File: src/iolm_ram.sv
// ----------------------------------------------------------------------------
// iolm_ram
// Generic single-write, single-read memory with a registered read port.
// ----------------------------------------------------------------------------
`timescale 1ns / 1ps
`default_nettype none

module iolm_ram #(
  parameter int WIDTH = 8,
  parameter int DEPTH = 256,
  parameter int ADDR_W = (DEPTH > 1) ? $clog2(DEPTH) : 1
) (
  input  logic              clk,
  input  logic              we,
  input  logic [ADDR_W-1:0] waddr,
  input  logic [WIDTH-1:0]  wdata,
  input  logic              re,
  input  logic [ADDR_W-1:0] raddr,
  output logic [WIDTH-1:0]  rdata
);

  logic [WIDTH-1:0] mem [DEPTH];

  always_ff @(posedge clk) begin
    if (we) begin
      mem[waddr] <= wdata;
    end
    if (re) begin
      rdata <= mem[raddr];
    end
  end

endmodule

`default_nettype wire

File: config.mk
export PLATFORM = sky130hd
export DESIGN_NAME = iolm_ram
export DESIGN_NICKNAME = d
export VERILOG_FILES = /design/src/iolm_ram.sv
export SDC_FILE = /design/constraint.sdc
export NUM_CORES = 2
export LEC_CHECK = 0
export BUFFER_PORTS_ARGS = -buffer_cell sky130_fd_sc_hd__buf_2
export CORE_MARGIN = 5
export CORE_UTILIZATION = 57
export DETAILED_ROUTE_END_ITERATION = 6
export GPL_ROUTABILITY_DRIVEN = 0
export PLACE_DENSITY_LB_ADDON = 0.3
export SETUP_SLACK_MARGIN = 0.1
export SLEW_MARGIN = 10
export SYNTH_ARGS = -nofsm -noshare
export SYNTH_HDL_FRONTEND = slang
export SYNTH_SLANG_ARGS = --single-unit
File: constraint.sdc
create_clock -name clk -period 3.1 [get_ports clk]
set_clock_uncertainty 0.15 [all_clocks]
set_input_delay 0.62 -clock clk [delete_from_list [all_inputs] [get_ports clk]]
set_output_delay 0.62 -clock clk [all_outputs]
set_load 0.05 [all_outputs]
# ---- Yosys cells after proc, flatten, opt, wreduce, memory -nomap -nowiden
# Memory sizes are Yosys's and may differ from the RTL's. A register that Yosys moved wholly into a read port is not among the register bits.
# Cells that the tools add are included.
dict set report classes {
  n_mux 2
}
# operator n
set ops {}
lappend ops {{$mux W1} 2}
dict set report totals {
  reg_bits 0
  ram_bits 2048
  input_bits 27
  output_inout_bits 8
  wordCells 3
  n_memories 1
}
# memory words width rd rd_ports_with_merged_regs wr line_no
set mem_list {}
lappend mem_list {mem 256 8 1 1 1 22} ;# logic [WIDTH-1:0] mem [DEPTH];

# ---- Logic depth before layout (Yosys ltp)
dict set report logic_depth {
  word_depth 2
  depth_mapped 11
  depth_no_buf 6
}

# ---- Worst setup path after synthesis
# No wires, ideal clock.
dict set report synth_path {
  path_kind {input to register}
  startpoint {input port raddr[0]}
  endpoint {register rdata[2], read port of mem, data pin}
  setup_time_ns 0.269
  arrival_time_ns 2.427
  required_ns 2.681
  path_slack_ns 0.254
  cell_stages 9
  n_path_buf 4
  cell_sequence {buf_6 > buf_12 > buf_8 > buf_2 > mux4_2 > a22oi_1 > a21oi_1 > nor4_1 > nor4_2}
}
# item line_no
set synth_rtl {}
lappend synth_rtl {{start, declared} 18} ;# input logic [ADDR_W-1:0] raddr,
lappend synth_rtl {{end, declared} 19} ;# output logic [WIDTH-1:0] rdata

==> flow_metrics.py <==
metrics = {
    "outcome": {
        "status": "completed",
    },
    "final_layout": {
        "drive_above_1_share": 0.317,
        "fill_cells": 8756,
        "area_growth_pct": 16.5,
        "final_core_util": 0.667,
        "finalNonFillerCells": 6433,
        "final_common_cell": "edfxtp_1",
        "final_cell_mix": "edfxtp_1 (2056), buf_4 (596), mux4_2 (454)",
        "final_net_count": 4422,
    },
    "synth": {
        "ys.flop_type": "edfxtp_1",
        "synth-xor-area-share": 0,
        "ys_ff_latch": 2056,
        "muxShareOfSynthArea": 0.146,
        "async_flop_share": 0,
        "syn_inst": 3733,
        "syn_area_um2": 79600,
        "synthAdderAreaFrac": 0,
        "synth-compound-area-share": 0.0342,
        "netlist.area_leader.share": 0.775,
        "synth-edff-count": 2056,
        "synth_area_leaders": "edfxtp_1 (78%), mux4_2 (13%), mux2i_1 (1.7%)",
        "syn_nets": 3760,
        "yosys.area_share.simple": 0.0263,
        "yosysSeqAreaShare": 0.775,
        "ys_types": 54,
        "yosysTopAreaCell": "edfxtp_1",
        "yosys_warnings": 0,
        "synth_top_family_by_area": "multiplexers",
        "post_synth.cell_area_avg_um2": 21.3,
    },
    "worst_setup_path": {
        "slowest_stage": "nor4_2",
        "cp-start-kind": "input pin",
        "path_buf_inv": 5,
        "r2r_slack_ns": 0.26,
        "cp.depth": 10,
        "cp.arrival_ns": 3.39,
        "critPathTopFamily": "buffers and inverters",
        "r2r_cells": 8,
        "r2r-start": "mem[83][5]",
        "cp.required_ns": 3.51,
        "worstSetupStartpoint": "raddr[0]",
        "crit_fanout": 37,
        "end_kind": "flip-flop",
        "cp_slowest_stage_delay_ns": 0.73,
        "worstReg2RegEnd": "rdata[5]",
        "crit_end": "rdata[7]",
        "path_class": "input pin to flip-flop",
        "critical_path.cell_chain": "buf_8 -> buf_4 -> buf_12 -> buf_12 -> mux4_2 -> o22ai_1 -> nor3_1 -> nor4_2 -> buf_4 -> nor4_1",
    },
    "placement": {
        "hpwl_um": 126000,
        "io_buffers": 34,
        "dp_cells": 6074,
    },
    "cts": {
        "htreeDepth": 4,
        "ctsHoldBuffers": 0,
        "root_buffer": "clkbuf_16",
        "clock_path_buffers": 3,
        "cts_tree": "yes",
        "clkTransAtPathRegs_ns": 0.06,
        "cts_sinks": 2056,
        "insertion_delay_ns": 0.83,
        "cts_inserted_buffers": 195,
    },
    "route": {
        "wl_um": 195000,
        "drtAntennaViolNets": 0,
        "firstDrtPassIters": 5,
        "via_per_inst": 6.45,
        "num_vias": 41500,
        "drt_iter0_markers": 5667,
        "wire_per_inst_um": 30.3,
        "drcViolationCount": 0,
    },
    "global_route": {
        "grt_usage": 0.267,
        "grt_pass1_vias": 41300,
        "antenna_found_initial": 11,
        "grt_max_degree": 105,
        "overflow": 0,
        "grt_pass1_wl_um": 284000,
    },
    "timing": {
        "final_hold_viol_count": 0,
        "setup_viol": 0,
        "timing.hold.ws_ns": 0.0855,
        "rsz0062_at_grt": "false",
        "finalCritPeriodShare": 0.962,
        "slew_violations": 0,
        "layout_min_cycle_time_ns": 2.98,
        "slew_headroom": 0.436,
        "worst_slew_pin_slew_ns": 0.844,
        "max_freq_mhz": 335,
    },
    "hold_path": {
        "hp-class": "input pin to flip-flop",
    },
    "power_and_ir_drop": {
        "power.total_uw": 56500,
        "powerDensity_nw_per_um2": 609,
        "ir_drop_uv": 563,
        "power.leakage_uw": 0.0301,
    },
    "floorplan": {
        "rows": 137,
        "fp.dieArea_um2": 147000,
        "start_util": 0.572,
        "pin_count": 35,
        "core_area_um2": 139000,
        "die_w_um": 384,
        "fp.dieH_um": 384,
    },
    "job": {
        "maxCapViolations": 0,
    },
}
[worst register-to-register path, cell delays in order, from the launching register on]
cell,delay (ns)
edfxtp_1,0.38
mux4_2,0.48
a22o_1,0.27
a221oi_1,0.22
buf_4,0.20
o32ai_1,0.10
nor3_1,0.47
buf_4,0.23
nor4_1,0.06
[worst min-delay path by stage]
| stage | start | endpoint | slack (ns) | depth (start not counted) |
|---|---|---|---|---|
| 2_1_floorplan | wdata[0] | mem[0][0] | 0.57 | 0 |
| 3_3_place_gp | re | rdata[1] | 0.90 | 1 |
| 3_5_place_dp | re | rdata[1] | 0.90 | 1 |
| 4_1_cts | re | rdata[1] | 0.03 | 1 |
| 5_1_grt | re | rdata[1] | 0.04 | 1 |
| 6_report | re | rdata[1] | 0.09 | 1 |
[flip-flops by register name (all words and copies together), names as in the netlist]
| signal | count |
|---|---|
| rdata | 8 |
| mem | 2048 |
[final cells by class]
cell class | count | area, um2 | area share
sequential | 2056 | 61700 | 0.665
multi-input combinational | 1442 | 16500 | 0.178
timing repair buffer | 698 | 6120 | 0.0659
clock buffer | 243 | 5100 | 0.0550
tap | 1876 | 2350 | 0.0253
clock inverter | 109 | 918 | 0.00990
antenna | 7 | 17.5 | 0.000189
inverter | 2 | 7.51 | 0.0000809
[metal layers]
layer | vias to the layer above | GRT usage | part of all wire
met3 | 372 | 0.0532 | 0.10
met2 | 2448 | 0.427 | 0.49
li1 | 17000 | - | -
met5 | - | 0 | 0.000067
met4 | 2 | 0.0866 | 0.034
met1 | 21700 | 0.378 | 0.37
[synth_stat cells, drive strengths merged (2+ instances only)]
cell type / count
a2111oi: 5
a211oi: 16
a21oi: 96
a221oi: 14
a22o: 8
a22oi: 133
a311oi: 2
a31oi: 2
and2: 6
and3b: 2
buf: 122
clkbuf: 111
edfxtp: 2056
mux2i: 134
mux4: 456
nand2: 33
nand2b: 8
nand3: 34
nand3b: 2
nand4: 10
nor2: 282
nor2b: 31
nor3: 22
nor4: 27
o211ai: 10
o21ai: 12
o221ai: 47
o22a: 5
o22ai: 28
o32ai: 5
or2: 4
[where the power goes]
part           switching (uW)  internal (uW)
registers                38.3          30700
logic                    1900           1260
clock network            9950          12700
[cell families (layout without fill, tap and decap cells)]
kind of cell | Yosys count | after routing
simple gates | 466 | 466
other cells | 0 | 7
buf+inv | 235 | 1052
mux | 591 | 591
compound gates | 385 | 385
flops | 2056 | 2056
[repair_timing]
item / in CTS / in global routing
endpoints found under the setup margin: 4 / 4
buffers inserted: 0 / 0
gates resized for setup: 4 / 4
[per-stage QoR]
stage | instance area, um2 | TNS, ns | worst slack [ns]
after CTS | 92700 | 0 | 0.105
after detailed placement | 86700 | -5.61 | -0.974
final | 92800 | 0 | 0.118
after global routing | 92800 | 0 | 0.116
after floorplan | 79600 | 0 | 0.254
after global placement | 86700 | -5.36 | -0.933
No activity file was read; power rests on OpenSTA's default activity.
