===== src/iolm_pkg.sv =====
// ----------------------------------------------------------------------------
// iolm_pkg
// Shared types and constants for the I/O latency threshold monitor.
// ----------------------------------------------------------------------------
`timescale 1ns / 1ps
`default_nettype none

package iolm_pkg;

  localparam int TID_W  = 22;
  localparam int PID_W  = 22;
  localparam int TIME_W = 64;
  localparam int FILE_W = 64;
  localparam int OFF_W  = 63;
  localparam int OP_W   = 2;
  localparam int SIZE_W = 64;
  localparam int LAT_W  = 55;
  localparam int CFG_W  = 64;

  localparam int CFG_INDEX_W = 1;

  localparam int NS_PER_US   = 1000;
  localparam int REM_W       = 10;
  localparam int DIV_CHUNK_W = 16;
  localparam int DIV_STEPS   = TIME_W / DIV_CHUNK_W;
  localparam int DIV_PART_W  = REM_W + DIV_CHUNK_W;

  // A partial dividend below 2^26 times DIV_RECIP, shifted right by DIV_SHIFT,
  // gives its exact quotient by 1000.
  localparam int               RECIP_W   = 27;
  localparam int               DIV_SHIFT = 36;
  localparam logic [RECIP_W-1:0] DIV_RECIP = 27'd68719477;

  localparam logic MODE_ENTRY = 1'b0;
  localparam logic MODE_EXIT  = 1'b1;

  localparam logic [OP_W-1:0] OP_READ  = 2'd0;
  localparam logic [OP_W-1:0] OP_WRITE = 2'd1;
  localparam logic [OP_W-1:0] OP_OPEN  = 2'd2;
  localparam logic [OP_W-1:0] OP_SYNC  = 2'd3;

  localparam logic [CFG_INDEX_W-1:0] REG_TARGET_PROCESS = 1'd0;
  localparam logic [CFG_INDEX_W-1:0] REG_MIN_LATENCY    = 1'd1;

  typedef struct packed {
    logic             valid;
    logic [TID_W-1:0] tid;
  } tag_t;

  typedef struct packed {
    logic [TIME_W-1:0] start_time;
    logic [OFF_W-1:0]  start_offset;
    logic [OFF_W-1:0]  end_offset;
    logic [FILE_W-1:0] file;
  } record_t;

  typedef enum logic [2:0] {
    ST_CLEAR,
    ST_IDLE,
    ST_SCAN,
    ST_CALC,
    ST_DIV,
    ST_EMIT
  } state_t;

endpackage

`default_nettype wire


===== src/iolm_div.sv =====
// ----------------------------------------------------------------------------
// iolm_div
// Divider of a 64-bit value by 1000, sixteen quotient bits per cycle.
// ----------------------------------------------------------------------------
`timescale 1ns / 1ps
`default_nettype none

module iolm_div (
  input  logic                       clk,
  input  logic                       rst,
  input  logic                       start,
  input  logic [iolm_pkg::TIME_W-1:0] dividend,
  output logic                       done,
  output logic [iolm_pkg::LAT_W-1:0]  quotient
);

  import iolm_pkg::*;

  localparam int CNT_W  = $clog2(DIV_STEPS);
  localparam int PROD_W = DIV_PART_W + RECIP_W;
  localparam logic [CNT_W-1:0]      LAST_STEP = CNT_W'(DIV_STEPS - 1);
  localparam logic [DIV_PART_W-1:0] DIVISOR   = DIV_PART_W'(NS_PER_US);

  logic                   busy;
  logic [CNT_W-1:0]       step_cnt;
  logic [TIME_W-1:0]      work;
  logic [REM_W-1:0]       rem;
  logic [DIV_PART_W-1:0]  part;
  logic [PROD_W-1:0]      prod;
  logic [DIV_CHUNK_W-1:0] part_q;
  logic [DIV_PART_W-1:0]  part_back;
  logic [REM_W-1:0]       rem_next;

  always_comb begin
    part      = {rem, work[TIME_W-1 -: DIV_CHUNK_W]};
    prod      = PROD_W'(part) * PROD_W'(DIV_RECIP);
    part_q    = prod[DIV_SHIFT +: DIV_CHUNK_W];
    part_back = DIV_PART_W'(part_q) * DIVISOR;
    rem_next  = REM_W'(part - part_back);
  end

  always_ff @(posedge clk) begin
    if (rst) begin
      busy     <= 1'b0;
      done     <= 1'b0;
      step_cnt <= '0;
    end else begin
      done <= 1'b0;
      if (start) begin
        busy     <= 1'b1;
        step_cnt <= '0;
        work     <= dividend;
        rem      <= '0;
      end else if (busy) begin
        work     <= {work[TIME_W-DIV_CHUNK_W-1:0], part_q};
        rem      <= rem_next;
        step_cnt <= step_cnt + 1'b1;
        if (step_cnt == LAST_STEP) begin
          busy <= 1'b0;
          done <= 1'b1;
        end
      end
    end
  end

  assign quotient = work[LAT_W-1:0];

endmodule

`default_nettype wire


===== config.mk =====
export PLATFORM = sky130hd
export DESIGN_NAME = iolm_div
export DESIGN_NICKNAME = d
export VERILOG_FILES = /design/src/iolm_pkg.sv /design/src/iolm_div.sv
export SDC_FILE = /design/constraint.sdc
export NUM_CORES = 1
export LEC_CHECK = 0
export BUFFER_PORTS_ARGS = -buffer_cell sky130_fd_sc_hd__buf_4
export CORE_UTILIZATION = 35
export CTS_CLUSTER_SIZE = 14
export DETAILED_ROUTE_END_ITERATION = 8
export PLACE_DENSITY_LB_ADDON = 0.2
export RECOVER_POWER = 50
export SETUP_SLACK_MARGIN = 0.02
export SLEW_MARGIN = 20
export SYNTH_ARGS = -nofsm -noshare
export SYNTH_HDL_FRONTEND = slang
export SYNTH_SLANG_ARGS = --single-unit

===== constraint.sdc =====
create_clock -name clk -period 21.3 [get_ports clk]
set_clock_uncertainty 0.15 [all_clocks]
set_input_delay 0 -clock clk [delete_from_list [all_inputs] [get_ports clk]]
set_output_delay 0 -clock clk [all_outputs]
set_load 0.02 [all_outputs]

; ---- Word-level counts from Yosys, hierarchy flattened
; Index checks and enable logic that the tools add are counted.
[word_totals]
wordCells = 23
regBits = 78
out_inout_bits = 56
[classes]
addsub = 2
n_bitwise = 2
n_mux = 7
mul = 2
n_eq_ne = 1
reduce_logical = 4
[ops]
columns = cell, n
row1 = 64-bit 2-to-1 mux, 2
row2 = 26-bit by 27-bit multiplier with 52-bit output (second input constant), 1
row3 = 16-bit by 7-bit multiplier with 7-bit output (second input constant), 1
row4 = 10-bit 2-to-1 mux, 1
row5 = 10-bit subtractor, 1
row6 = 1-bit 2-to-1 mux, 4
row7 = 3-bit OR reduction, 1
row8 = 2-bit by 1-bit adder with 2-bit output (second input constant), 1
row9 = 2-bit equality test (second input constant), 1
row10 = 1-bit inverter, 2
row11 = 2-bit AND reduction, 1
row12 = 2-bit nonzero test, 1
row13 = 2-bit OR reduction, 1

; ---- Logic depth before layout (Yosys ltp)
[logic_depth]
ltp_word = 4
depth_mapped = 39
ltp_nobuf = 39

; ---- Worst setup path after synthesis
; Ideal clock, no wire load.
[synth_path]
kind = flip-flop to flip-flop
start = reg work[60]
end = reg rem[9] (data pin)
stages_incl_launch_ff = 36
arrival_ps = 8812
t_required_ps = 20884
path_slack_ps = 12072
n_path_buf = 0
cell_sequence = edfxtp_1 > inv_1 > fa_1 > fa_1 > fa_1 > fa_1 > inv_1 > fa_1 > fa_1 > inv_1 > fa_1 > inv_1 > ha_1 > a21o_1 > a21o_1 > a211o_1 > a211oi_1 > o21ai_0 > a21o_1 > a21oi_1 > nor3_1 > xor2_1 > ha_1 > ha_1 > inv_1 > fa_1 > fa_1 > inv_1 > ha_1 > xnor2_1 > ha_1 > nor2_1 > nor2_1 > o41ai_2 > xor3_1 > nor2_1
[synth_via]
elab_chain_len = 4
[synth_rtl]
columns = element, line_no
row1 = "start, declared", iolm_div.sv:26  ; logic [TIME_W-1:0] work;
row2 = "start signal, assigned", iolm_div.sv:52  ; work <= dividend;
row3 = "start signal, assigned", iolm_div.sv:55  ; work <= {work[TIME_W-DIV_CHUNK_W-1:0], part_q};
row4 = 26-bit by 27-bit multiplier with 52-bit output, iolm_div.sv:36  ; prod = PROD_W'(part) * PROD_W'(DIV_RECIP);
row5 = 16-bit by 7-bit multiplier with 7-bit output, iolm_div.sv:38  ; part_back = DIV_PART_W'(part_q) * DIVISOR;
row6 = 10-bit subtractor, iolm_div.sv:39  ; rem_next = REM_W'(part - part_back);
row7 = 10-bit 2-to-1 mux, iolm_div.sv:54  ; end else if (busy) begin
row8 = "end signal, assigned", iolm_div.sv:56  ; rem <= rem_next;
row9 = "end, declared", iolm_div.sv:27  ; logic [REM_W-1:0] rem;
; Every way passes these cells. The select of a mux whose other input is x is not followed.
; A chain may end at the register's enable or synchronous reset.

; ---- Worst setup path after layout
; Ends and elaborated chain as after synthesis.

==> results.ini <==
[clocking]
clockRootBuffer=clkbuf_16
clkSinkCount=78
clk_pin_slew_ps=70
clk_path_buf_depth=2
cts_resized=0
cts_tree=yes
ctsHtreeMaxLevel=3
clkLatencyLatePin_ps=350
cts_buffers=9

[logic_synthesis]
synth_top_flop_cell=edfxtp_1
synth_top_family_by_area=adder cells
synthTopCellsByCount=inv_1 (416), ha_1 (286), fa_1 (215)
synth_simple_gate_area_frac=0.0427
synth_most_common_cell=inv_1
muxShareOfSynthArea=0.0422
synth_warnings=0
synth_edf_count=74
yosys.area.top_type=fa_1
post_synth.cell_area_avg_um2=10.6
synth_cell_types=62
synth_compound_area_frac=0.0465
async_flop_share=0
syn-num-nets=1927
synthTopCellsByArea=fa_1 (30%), ha_1 (25%), edfxtp_1 (15%)
yosysSeqAreaShare=0.160
synthCells=1359
synth_adder_area_share=0.548
synth-seq-cells=78
synthesis.area_mm2=0.0144
yosys.area.top_type_share=0.299
synthXorXnorAreaFrac=0.0202

[sta]
min_period_ps=10990
slew_headroom=-0.744
tns_ps=0
report.final.slew_viol_count=102
hold_violations=0
rsz0062_at_grt=false
setup_violations=0
post-route-period-util=0.516
fmax_mhz=91.0
tightest_slew_ps=2620
hold_ws_ps=264

[critical_path]
r2r_cells=35
critPathLaunchType=flip-flop
arrival_ps=10850
cp-end-kind=flip-flop
critical_path_class=flip-flop to flip-flop
reg2reg_from=work[60]
startpoint=work[60]
cp_max_fo=7
rrSetupSlack_ps=10310
path_delay_family=adder cells
critPathCapture=rem[9]
cp_common_cell=fa_1
slowest_delay_ps=720
crit_required_ps=21160
cp.depth=35
cp_slowest_cell=edfxtp_1
crit_buf_inv=6
rr_endpoint=rem[9]

[routing]
drt_pass1_iterations=4
drtAntennaViolNets=0
drt_wl_total_mm=35.7
vias=9264
via_per_inst=4.58
drt_iter0_drc=315
wl_per_cell_um=17.6
drc=0

[worst_hold_path]
worstHoldPathType=input port to flip-flop

[run_status]
outcome=complete, but fails checks
violations=max-capacitance violations, max-slew violations

[global_routing]
grt_pass1_wl_mm=57.3
grt_pass1_vias=10300
grt_usage=0.181
grt_max_degree=75
overflow=0
antenna_found_initial=0

[placed_design]
routabilityCongestion=0.908
place_hpwl_mm=30.4
port-buffer-count=122

[die]
rows=73
die_h_um=205
dieArea_mm2=0.0419
io_pins=123
die_x_um=205
initial_core_util=0.358
core-area_mm2=0.0402

[layout]
fill_cells=3976
drive_gt1_frac=0.0988
area_growth_pct=13.1
diodes=0
final_nets=2061

[run]
drv_cap=2

## tightest hold or removal path: stages
cell and delay [ps]:
dlygate4sd3_1 520, buf_4 140, nor3_1 50
## final cells by class
type                    count  area (um2)  area share
clock inverters             7        76.3     0.00469
clock buffers               9         225      0.0138
flip-flops and latches     78        2300       0.141
well taps                 525         657      0.0403
multi-input cells         798       10100       0.619
repair buffers            190        1380      0.0847
inverters                 416        1560      0.0959
## cells in the final DEF, fill, tap and decap left out, types with 5 or more instances in the layout
cell,Yosys,routed
edfxtp_1,74,74
buf_4,55,69
xor2_1,9,9
nand2_1,21,21
dlygate4sd3_1,0,65
o21a_1,5,5
fa_1,215,215
a21o_1,13,13
and3_1,5,5
inv_1,416,416
mux2_2,53,50
xnor2_1,17,17
nand3_1,10,10
nor3_1,12,12
a211oi_1,7,7
a21oi_1,20,20
o21ai_0,25,25
clkbuf_1,9,56
nor2_1,35,34
clkbuf_16,0,9
ha_1,286,286
## repair_timing
action,4_1_cts,5_1_grt
setup buffers,0,0
endpoints found under the setup margin,0,0
endpoints found under the hold margin,68,0
hold buffers,65,0
## logic make-up after synthesis
kind of cell,after synthesis
mux,54
simple gates,116
compound gates,97
buf+inv,483
xor+xnor,29
flops,78
fa+ha+maj,502
## registers in the layout (all words and copies together), names as in the netlist
name,count
done,1
rem,10
work,64
busy,1
step_cnt,2
## worst min path at each step
stage               start          end  slack (ps)  depth (start not counted)
floorplan             rst         done         -70                          1
global placement      rst  step_cnt[0]          70                          2
detailed placement    rst  step_cnt[0]          70                          2
CTS                 start         busy          30                          3
global route          rst         done         280                          3
finish                rst  step_cnt[0]         260                          3
## metrics by stage
step | cells | util | worst slack [ps] | area (um2)
after floorplan | 1359 | - | 12070 | 14400
after global placement | 1942 | 0.387 | 10270 | 15500
after detailed placement | 1942 | 0.387 | 10330 | 15500
after CTS | 2023 | 0.410 | 10280 | 16500
after global routing | 2023 | 0.405 | 9740 | 16300
final | 2023 | 0.405 | 10310 | 16300
## per-layer routing
metal | track usage | up-vias | routed length, um
li1 | - | 4514 | -
met1 | 0.240 | 4576 | 16800
met2 | 0.317 | 141 | 17500
met3 | 0.0159 | 33 | 827
met4 | 0.0392 | 0 | 590
met5 | 0 | - | 0
Power is left out: the tool's default activity adds up to more than one toggle a clock period on the data nets, which glitch-free logic cannot reach.
